**src/rtl/ropp_pkg.sv**
```systemverilog
`default_nettype none
package ropp_pkg;

  localparam int DATA_W     = 32;
  localparam int SCALE_W    = 40;
  localparam int STR_W      = 17;
  localparam int CH_W       = 6;
  localparam int HOP_W      = 16;
  localparam int CFG_IDX_W  = 3;
  localparam int CFG_DATA_W = 32;

  localparam int HISTORY_DEPTH_DEF = 31;
  localparam int WARMUP_COUNT_DEF  = 8;

  // 8.8956 in Q16
  localparam logic [19:0] SCALE_FACTOR_Q16 = 20'd582982;
  localparam logic [STR_W-1:0] ONE_Q16 = 17'h10000;

  localparam logic [CFG_IDX_W-1:0] REG_HOP_LENGTH    = 3'd0;
  localparam logic [CFG_IDX_W-1:0] REG_WINDOW_OFFSET = 3'd1;
  localparam logic [CFG_IDX_W-1:0] REG_SOURCE_LENGTH = 3'd2;
  localparam logic [CFG_IDX_W-1:0] REG_ONSET_GAP     = 3'd3;
  localparam logic [CFG_IDX_W-1:0] REG_CHANNEL_ID    = 3'd4;

  typedef struct packed {
    logic insert;
    logic load_val;
    logic load_dev;
    logic rotate;
  } cell_ctl_t;

endpackage
`default_nettype wire

```
**src/rtl/ropp_cell.sv**
```systemverilog
`default_nettype none
module ropp_cell (
  input  wire                      clk,
  input  wire                      rst_n,
  input  wire ropp_pkg::cell_ctl_t ctl,
  input  wire [ropp_pkg::DATA_W-1:0] bg,
  input  wire [ropp_pkg::DATA_W-1:0] head,
  input  wire [ropp_pkg::DATA_W-1:0] sh_val_i,
  input  wire                      sh_vld_i,
  input  wire [ropp_pkg::DATA_W-1:0] rot_val_i,
  input  wire                      rot_vld_i,
  output logic [ropp_pkg::DATA_W-1:0] hist_o,
  output logic                     vld_o,
  output logic [ropp_pkg::DATA_W-1:0] rot_val_o,
  output logic                     rot_vld_o,
  output logic                     lt_o,
  output logic                     le_o
);
  import ropp_pkg::*;

  logic [DATA_W-1:0] hist_r, key_r, rot_r, dev;
  logic              vld_r, rvld_r;

  assign dev = (hist_r >= bg) ? hist_r - bg : bg - hist_r;

  always_ff @(posedge clk) begin
    if (!rst_n) begin
      vld_r  <= 1'b0;
      rvld_r <= 1'b0;
    end else begin
      if (ctl.insert) begin
        hist_r <= sh_val_i;
        vld_r  <= sh_vld_i;
      end
      if (ctl.load_val) begin
        key_r  <= hist_r;
        rot_r  <= hist_r;
        rvld_r <= vld_r;
      end else if (ctl.load_dev) begin
        key_r  <= dev;
        rot_r  <= dev;
        rvld_r <= vld_r;
      end else if (ctl.rotate) begin
        rot_r  <= rot_val_i;
        rvld_r <= rot_vld_i;
      end
    end
  end

  assign hist_o    = hist_r;
  assign vld_o     = vld_r;
  assign rot_val_o = rot_r;
  assign rot_vld_o = rvld_r;
  assign lt_o      = vld_r & (key_r < head);
  assign le_o      = vld_r & (key_r <= head);

endmodule
`default_nettype wire

```
**config.mk**
```make
export PLATFORM = sky130hd
export DESIGN_NAME = ropp_cell
export DESIGN_NICKNAME = d
export VERILOG_FILES = /design/src/rtl/ropp_pkg.sv /design/src/rtl/ropp_cell.sv
export SDC_FILE = /design/constraint.sdc
export NUM_CORES = 1
export LEC_CHECK = 0
export ABC_AREA = 1
export ABC_CLOCK_PERIOD_IN_PS = 8050
export BUFFER_PORTS_ARGS = -buffer_cell sky130_fd_sc_hd__buf_2
export CAP_MARGIN = 5
export CORE_UTILIZATION = 50
export DETAILED_ROUTE_END_ITERATION = 10
export HOLD_SLACK_MARGIN = 0.15
export PLACE_DENSITY = 0.77
export RECOVER_POWER = 100
export SETUP_SLACK_MARGIN = 0.3
export SLEW_MARGIN = 30
export SYNTH_ARGS = -nofsm -noshare
export SYNTH_HDL_FRONTEND = slang
export SYNTH_SLANG_ARGS = --single-unit
export TNS_END_PERCENT = 5
```
**constraint.sdc**
```tcl
create_clock -name clk -period 8.05 [get_ports clk]
set_clock_uncertainty 0.2 [all_clocks]
set_input_delay 0.4025 -clock clk [delete_from_list [all_inputs] [get_ports clk]]
set_output_delay 0.4025 -clock clk [all_outputs]
set_load 0.05 [all_outputs]
```
==> out/results.tsv <==
metric	value	unit
status	finished, violations left	
failing checks	max-capacitance violations, max-slew violations	
Starting Density	51.2	%
Worst setup EP type	flip-flop	
CTS clk-pin slew, worst paths	0.08	ns
Via Count	10100	
Top Ports	204	
CTS root buf	clkbuf_16	
Yosys cell types	42	
Leakage	6.57	nW
sequential area share after synthesis	29.1	%
Cell Area, Synth	10000	µm²
Worst slew margin	-49.0	%
drt first pass iters	5	
Cell Area, Placed	11200	µm²
Critical R2R Launch	hist_o[0]	
Nets	1976	
gpl congestion	0.947	
highest net fanout along the worst path	38	
routed vias/inst	5.03	
Core ar.	19600	µm²
reg2reg end	rot_val_o[10]	
Power Dens Cells	160	nW/µm²
Mapped Cells	1523	
die height	144	µm
GRT Overall Usage	32.8	%
Period Utilization, post-route	58.3	%
largest area contributor in the netlist	edfxtp_1	
highest clock rate	213	MHz
CP Data Required Time	8.06	ns
maximum VDD drop	0.103	mV
met2 Usage GRT	52.8	%
top cells by area, synth	edfxtp_1 29%, nand2_1 22%, ha_1 12%, inv_1 11%, nand3_1 4.8%	
Async SR Flop Fraction	0	%
antenna viol nets, final	0	
Rows	51	
worst-margin pin slew	2.24	ns
CP Launch Type	flip-flop	
R2R depth	16	
Antenna Cells	0	
syn avg cell area	6.58	µm²
layout cell share with drive strength beyond 1	12.7	%
Synth Net Count	1756	
CP Class	flip-flop to flip-flop	
WL/cell	16.4	µm
Hold/Removal Path Class	input pin to flip-flop	
final setup fails	0	
clk sink count	98	
Max Slew Vio Count	153	
Final min period	4.69	ns
Synth top area share	28.7	%
RSZ-0062 raised after global routing	no	
grt met1 use	46.7	%
Port-buffer cells	203	
die area	20600	µm²
largest net degree at the start of global routing	48	
dpl hpwl	27200	µm
DRC marker count from the first detailed-route iteration	822	
final worst-path setup slack	3.36	ns
initial antenna violation count	0	
grt ovf	0	
worst skew pair latency	0.37	ns
cell area after layout	11700	µm²
busiest grt layer	met2	
synthesis warning total	0	
Hold Fails Final Rpt	0	
pre-CTS setup slack	4.57	ns
chip width	144	µm
met3 global-route usage	4.50	%
Seq cells post-synth	98	
CTS H-tree lvls	3	
CTS buffer count	9	
DRC violation count after routing	0	
TNS Setup	0	ns
CP endpoint	rot_val_o[10]	
Area Growth Syn to Fin	16.4	%
Routed Wire Length	33000	µm
top_reg_cell synth	edfxtp_1	
Worst Setup SP	hist_o[0]	
CTS tree	built	
Post-synth EDFFs	96	
vias in the first global route	9405	
Longest Clk Path Bufs	2	
crit path DAT	4.71	ns
first-pass GRT wire length	49900	µm
PostCTS Resize Cnt	0	
Max-Cap Viols	4	
FF-to-FF setup slack	3.36	ns
registers in the layout (all words and copies together) (netlist names):
signal	cells
hist_o	32
key_r	32
rot_val_o	32
rot_vld_o	1
vld_o	1
critical path, cell delays in order (launching register included):
cell,delay (ns)
edfxtp_1,0.47
inv_1,0.07
ha_1,0.21
fa_1,0.43
inv_1,0.13
nand3_1,0.08
nand2_1,0.15
nand2_1,0.06
nand2_1,0.14
nand2_2,0.07
nand3_1,0.15
nand2_2,0.06
nand2_1,1.28
o21ai_0,0.54
o21ai_0,0.31
nand2_1,0.07
nand2_1,0.09
final cells by class:
class	instances	area, µm²
Timing Repair Buffer	243	1300
Clock inverter	7	61.3
Tap cell	265	332
Fill cell	1998	7910
Inverter	319	1200
Multi-Input combinational cell	1072	5640
Sequential cell	98	2920
Clock buffer	9	225
synthesized netlist by cell type, drive strengths merged (3+ instances only):
library cell,number
a21oi,56
buf,25
clkbuf,9
edfxtp,96
ha,95
inv,319
nand2,624
nand3,109
nand4,18
nor2,57
nor3,3
o21ai,43
o21bai,6
or2,20
xnor2,12
xor2,17
where the power goes:
group,total (W),internal [W],switching (W)
Combinational,0.000777,0.000236,0.000541
Sequential,0.000650,0.000620,0.0000299
Clock,0.000442,0.000216,0.000226
placed cells by master (no fill, tap or decap), types with 2 or more instances in the layout:
cell type	instances
o21ai_0	39
nor3_1	2
xnor2_1	12
edfxtp_1	96
fa_1	2
nand2_2	20
o21ai_1	4
buf_2	133
clkbuf_1	74
clkinv_4	4
dlygate4sd3_1	36
nand2_4	2
nor2_4	4
o21bai_1	6
inv_8	2
nand3_2	8
a21oi_1	54
nor2_2	3
or2_2	20
clkbuf_16	9
nor4_1	2
a31oi_1	2
inv_1	307
ha_1	95
nand4_1	18
nor2_1	49
inv_2	12
nand3_1	101
xor2_1	17
nand2_1	602
dfxtp_1	2
worst min-delay path by stage:
stage                         endpoint  slack (ns)    startpoint  cells after the start
after floorplan              hist_o[0]        0.30   sh_val_i[0]                      0
after global placement       rot_vld_o        0.34     rot_vld_o                      2
after detailed placement     rot_vld_o        0.35     rot_vld_o                      2
after CTS                 rot_val_o[0]        0.16  rot_val_i[0]                      3
after global routing      rot_val_o[1]        0.18  rot_val_i[1]                      3
final                            vld_o        0.17         rst_n                      3
metrics by stage:
stage                     util [%]  total power (W)  hold slack (ns)  instances
after floorplan                  -          0.00122            0.301       1523
after global placement        57.2          0.00143            0.335       1960
after detailed placement      57.3          0.00143            0.347       1961
after CTS                     60.6          0.00189            0.164       2013
after global routing          59.6          0.00198            0.177       2013
final                         59.6          0.00187            0.169       2013
metal layers:
layer | vias to the layer above | wire [µm]
met5 | - | 0
met4 | 0 | 490
met3 | 28 | 2650
met2 | 361 | 14500
met1 | 4623 | 15300
li1 | 5114 | -
logic make-up (layout without fill, tap and decap cells):
| logic type | Yosys count | in the layout | synth area share [%] |
|---|---|---|---|
| flip-flops | 98 | 98 | 29.1 |
| XOR/XNOR | 29 | 29 | 2.53 |
| buffers and inverters | 353 | 578 | 14.0 |
| AO/OA/AOI/OAI | 112 | 112 | 6.45 |
| adder cells (fa/ha/maj) | 97 | 97 | 12.3 |
| AND/OR/NAND/NOR | 834 | 834 | 35.6 |
timing repair:
action / 4_1_cts / 5_1_grt
buffers inserted: 0 / 0
hold buffers: 36 / 0
hold endpoints to repair: 34 / 0
No activity file was read; power rests on OpenSTA's default activity.
