[config.mk]
export PLATFORM = sky130hd
export DESIGN_NAME = ropp_div
export DESIGN_NICKNAME = d
export VERILOG_FILES = /design/src/rtl/ropp_pkg.sv /design/src/rtl/ropp_div.sv
export SDC_FILE = /design/constraint.sdc
export NUM_CORES = 1
export LEC_CHECK = 0
export ABC_CLOCK_PERIOD_IN_PS = 6880
export BUFFER_PORTS_ARGS = -buffer_cell sky130_fd_sc_hd__buf_2
export CAP_MARGIN = 15
export CELL_PAD_IN_SITES_DETAIL_PLACEMENT = 0
export CELL_PAD_IN_SITES_GLOBAL_PLACEMENT = 1
export CORE_UTILIZATION = 47
export CTS_CLUSTER_DIAMETER = 200
export DETAILED_ROUTE_END_ITERATION = 12
export PLACE_DENSITY_LB_ADDON = 0.1
export SLEW_MARGIN = 0
export SYNTH_ARGS = -nofsm -noshare
export SYNTH_HDL_FRONTEND = slang
export SYNTH_SLANG_ARGS = --single-unit
[constraint.sdc]
create_clock -name clk -period 6.88 [get_ports clk]
set_clock_uncertainty 0.2 [all_clocks]
set_input_delay 0 -clock clk [delete_from_list [all_inputs] [get_ports clk]]
set_output_delay 0 -clock clk [all_outputs]
set_load 0.01 [all_outputs]
[src/rtl/ropp_pkg.sv]
`default_nettype none
package ropp_pkg;

  localparam int DATA_W     = 32;
  localparam int SCALE_W    = 40;
  localparam int STR_W      = 17;
  localparam int CH_W       = 6;
  localparam int HOP_W      = 16;
  localparam int CFG_IDX_W  = 3;
  localparam int CFG_DATA_W = 32;

  localparam int HISTORY_DEPTH_DEF = 31;
  localparam int WARMUP_COUNT_DEF  = 8;

  // 8.8956 in Q16
  localparam logic [19:0] SCALE_FACTOR_Q16 = 20'd582982;
  localparam logic [STR_W-1:0] ONE_Q16 = 17'h10000;

  localparam logic [CFG_IDX_W-1:0] REG_HOP_LENGTH    = 3'd0;
  localparam logic [CFG_IDX_W-1:0] REG_WINDOW_OFFSET = 3'd1;
  localparam logic [CFG_IDX_W-1:0] REG_SOURCE_LENGTH = 3'd2;
  localparam logic [CFG_IDX_W-1:0] REG_ONSET_GAP     = 3'd3;
  localparam logic [CFG_IDX_W-1:0] REG_CHANNEL_ID    = 3'd4;

  typedef struct packed {
    logic insert;
    logic load_val;
    logic load_dev;
    logic rotate;
  } cell_ctl_t;

endpackage
`default_nettype wire

[src/rtl/ropp_div.sv]
`default_nettype none
module ropp_div (
  input  wire                        clk,
  input  wire                        rst_n,
  input  wire                        start,
  input  wire [ropp_pkg::DATA_W-1:0]  diff,
  input  wire [ropp_pkg::SCALE_W-1:0] scale,
  output logic                       done,
  output logic [ropp_pkg::STR_W-1:0]  strength
);
  import ropp_pkg::*;

  localparam int REM_W = DATA_W + 16;
  localparam int DEN_W = SCALE_W + 17;
  localparam int Q_W   = 18;

  logic [REM_W-1:0] rem_r;
  logic [DEN_W-1:0] den_r;
  logic [Q_W-1:0]   q_r;
  logic [4:0]       step_r;
  logic             busy_r, done_r, sat_r, zero_r;
  logic             fits;

  assign fits = {{(DEN_W-REM_W){1'b0}}, rem_r} >= den_r;

  always_ff @(posedge clk) begin
    if (!rst_n) begin
      busy_r <= 1'b0;
      done_r <= 1'b0;
    end else if (start) begin
      rem_r  <= {diff, 16'b0};
      den_r  <= {scale, 17'b0};
      q_r    <= '0;
      step_r <= 5'd0;
      zero_r <= (scale == '0);
      // quotient would need more than 18 bits
      sat_r  <= ({{(SCALE_W-DATA_W+2){1'b0}}, diff, 16'b0} >= {scale, 18'b0});
      busy_r <= (scale != '0);
      done_r <= (scale == '0);
    end else if (busy_r) begin
      if (fits) rem_r <= rem_r - REM_W'(den_r);
      q_r    <= {q_r[Q_W-2:0], fits};
      den_r  <= den_r >> 1;
      step_r <= step_r + 5'd1;
      if (step_r == 5'(Q_W - 1)) begin
        busy_r <= 1'b0;
        done_r <= 1'b1;
      end
    end
  end

  assign done = done_r;
  always_comb begin
    if (zero_r || sat_r || q_r > Q_W'(ONE_Q16)) strength = ONE_Q16;
    else strength = q_r[STR_W-1:0];
  end

endmodule
`default_nettype wire

==> results.cfg <==
[outcome]
status = finished, final reports clean

[logic_synthesis]
yosysMostFrequentCell = edfxtp_1
synth_top_area_share_pct = 41.2
yosysTopAreaCell = edfxtp_1
syn_inst = 1017
netlist_top_cells_count = edfxtp_1, nand2_1, inv_1
synth_cell_types = 74
syn_nets = 1173
synth_xor_area_share_pct = 3.23
synth_compound_area_share_pct = 19.4
synth_fa_ha_area_share_pct = 10.8
yosys-top-cells-area = edfxtp_1, ha_1, nand2_1
muxShareOfSynthArea_pct = 1.50
syn_area_sq_mm = 0.00948
synth_seq_area_share_pct = 41.6
synth-simple-area-share_pct = 17.4
ys_ff_latch = 132
synth_top_family_by_area = compound AO/OA/AOI/OAI gates
synth_warnings = 0
synth-async-reset-ratio_pct = 0
synth_edf_count = 130
avgSynthCellArea_sq_um = 9.32
ys.flop_type = edfxtp_1

[placement]
hpwl_um = 18300
port_buffers = 92
placed_cells_incl_taps = 1331
place_ws_ps = 2650
place_congestion = 0.874

[power]
p_clk_share_pct = 37.9
switching_share_pct = 31.2
total_leakage_power_uw = 0.00490
power.switching_uw = 766
seqPwrFrac_pct = 39.4
power_density_mw_per_mm2 = 214
internal_power_uw = 1690
power_frac_comb_pct = 22.7
peakVddDrop_v = 0.000152

[die]
core_sq_mm = 0.0196
die_h_um = 144
boundaryPins = 93
die_x_um = 144
rows = 51
start_util_pct = 48.4
die-area_sq_mm = 0.0207

[cts]
clkTransAtPathRegs_ps = 70
clockBufferDepth = 2
clk-insertion-delay-late_ps = 430
numCtsBuffers = 17
cts_root_buf = clkbuf_16
cts_tree = done
h-tree-depth = 4
post_cts.repair.setup_buffers = 0
cts.sinks = 132

[layout]
post-route-util_pct = 58.6
drive_gt1_share_pct = 14.6
fin_nets = 1318
final_cells = 1440
synthToLayoutAreaGrowth_pct = 21.1
diodes = 0

[setup_path]
r2r_cells = 10
reg2reg_to = rem_r[15]$_SDFFCE_PP0P_
crit_start = rem_r[38]$_DFFE_PP_
arrival_ps = 4110
critPathCaptureType = register
critPathKind = register to register
rr_startpoint = rem_r[38]$_DFFE_PP_
rrSetupSlack_ps = 2680
path_max_fanout = 30
crit_path_start_kind = register
critPathRequiredTime_ps = 6790

[route]
vias = 7959
wl_per_cell_um = 17.6
first_pass_iters = 5
ant_nets = 0
drc = 0
vias_per_cell = 5.53
first_iter_violations = 516
drt_wl_total_um = 25400

[hold_path]
worst_hold_path_type = input port to register
holdPathStages = 3
hold_path.startpoint = rst_n
hold_end = done$_SDFFE_PN0P_

[global_routing]
grt_use_total_pct = 25.9
antenna_found_initial = 0
grt_pass1_vias = 7666
grt_max_degree = 111
grt_pass1_wl_um = 40500
grt-ovfl-total = 0

[timing]
relSlewSlack_pct = 26.4
finalSetupTns_ps = 0
fin_crit_sh_pct = 61.0
fmax_mhz = 238
hold_viol = 0
setup_violations = 0
drv_slew = 0
min_period_ps = 4200
setup_slack_ps = 2680
rsz0062_at_grt = no
tightest_slew_ps = 1100

[job]
drv_cap = 0
## worst max path at each step
stage / end / slack (ps) / depth (start not counted)
after floorplan: rem_r[0]$_SDFFCE_PP0P_ / 1810 / 10
after global placement: rem_r[12]$_SDFFCE_PP0P_ / 2770 / 10
after detailed placement: rem_r[15]$_SDFFCE_PP0P_ / 2650 / 10
after CTS: rem_r[23]$_DFFE_PP_ / 2650 / 10
after global routing: rem_r[17]$_DFFE_PP_ / 2360 / 10
final: rem_r[15]$_SDFFCE_PP0P_ / 2680 / 10
## timing repair
| action | in CTS | in global routing |
|---|---|---|
| hold buffers | 77 | 0 |
| hold endpoints to repair | 110 | 0 |
| gates resized for setup | 0 | 0 |
## routing by layer
metal / track usage [%] / up-vias / part of all wire [%]
met1: 36.0 / 3763 / 48
met2: 40.8 / 187 / 46
met5: 0 / - / 0
li1: - / 3974 / -
met4: 8.29 / 0 / 2.2
met3: 4.44 / 35 / 3.8
## through the flow
stage / hold WS [ps] / power (uW) / cell area (sq um)
2_1_floorplan: -78.3 / 1360 / 9480
3_3_place_gp: 44.2 / 1500 / 10100
3_5_place_dp: 65.7 / 1500 / 10100
4_1_cts: 152 / 2470 / 11500
5_1_grt: 213 / 2580 / 11500
6_report: 186 / 2460 / 11500
## sequential cells by signal (all words and copies together), names as in the netlist
name and count:
den_r 57, rem_r 48, q_r 18, step_r 5
busy_r 1, done 1, sat_r 1, zero_r 1
## layout by cell type (no fill, tap or decap), types with 4 or more instances in the layout
master         synthesis  layout
nand2_1              107     107
dlygate4sd3_1          0      77
edfxtp_1             130     130
a21oi_2                4       4
and3_1                 6       6
o21bai_1              10      10
nor4_1                15      15
xnor2_1               21      21
ha_1                  80      80
and2_1                21      21
inv_1                101     100
nand3_1               16      16
o22ai_1                5       5
o21ai_0               71      71
o21a_1                 7       7
nor2b_1               24      24
inv_8                  0       4
o31ai_2                5       5
o31ai_1                5       5
or3_1                  6       6
nor3_1                12      12
clkbuf_16              0      17
a211oi_1               6       6
a21o_1                36      36
a21oi_1               68      67
nand4_1               36      36
nor2_1                79      79
inv_6                  0       5
buf_2                 18      91
clkinvlp_4             0       4
mux2_2                10      10
xor2_1                14      14
o21ai_1               11      11
## power by group through the flow
| stage | Combinational (uW) | Sequential, uW | Clock (uW) |
|---|---|---|---|
| after floorplan | 375 | 981 | 0 |
| after global placement | 516 | 984 | 0 |
| after detailed placement | 515 | 985 | 0 |
| after CTS | 554 | 968 | 946 |
| after global routing | 621 | 973 | 982 |
| final | 558 | 968 | 932 |
## final cells by class
type / count / area [sq um]
multi-input cells: 737 / 4970
repair buffers: 172 / 1260
clock buffers: 17 / 425
clock inverters: 15 / 165
well taps: 265 / 332
inverters: 102 / 384
flip-flops and latches: 132 / 3940
fillers: 1770 / 8110
## worst max-delay path: stages, from the launching register on
cell and delay (ps):
edfxtp_1 380, ha_1 450, nand4_1 220, or3_1 430, nor2_1 240, nand4_1 120, o31ai_1 240, nand2_1 90
o211a_1 170, a21oi_4 870, buf_4 450
## cells by family (layout without fill, tap and decap cells)
group	count (synthesis)	after routing
multiplexers	13	13
AO/OA/AOI/OAI	270	270
buffers and inverters	148	306
adder cells (fa/ha/maj)	81	81
AND/OR/NAND/NOR	338	338
XOR/XNOR	35	35
flip-flops	132	132
Note: power is estimated with default switching activity, not from simulation.
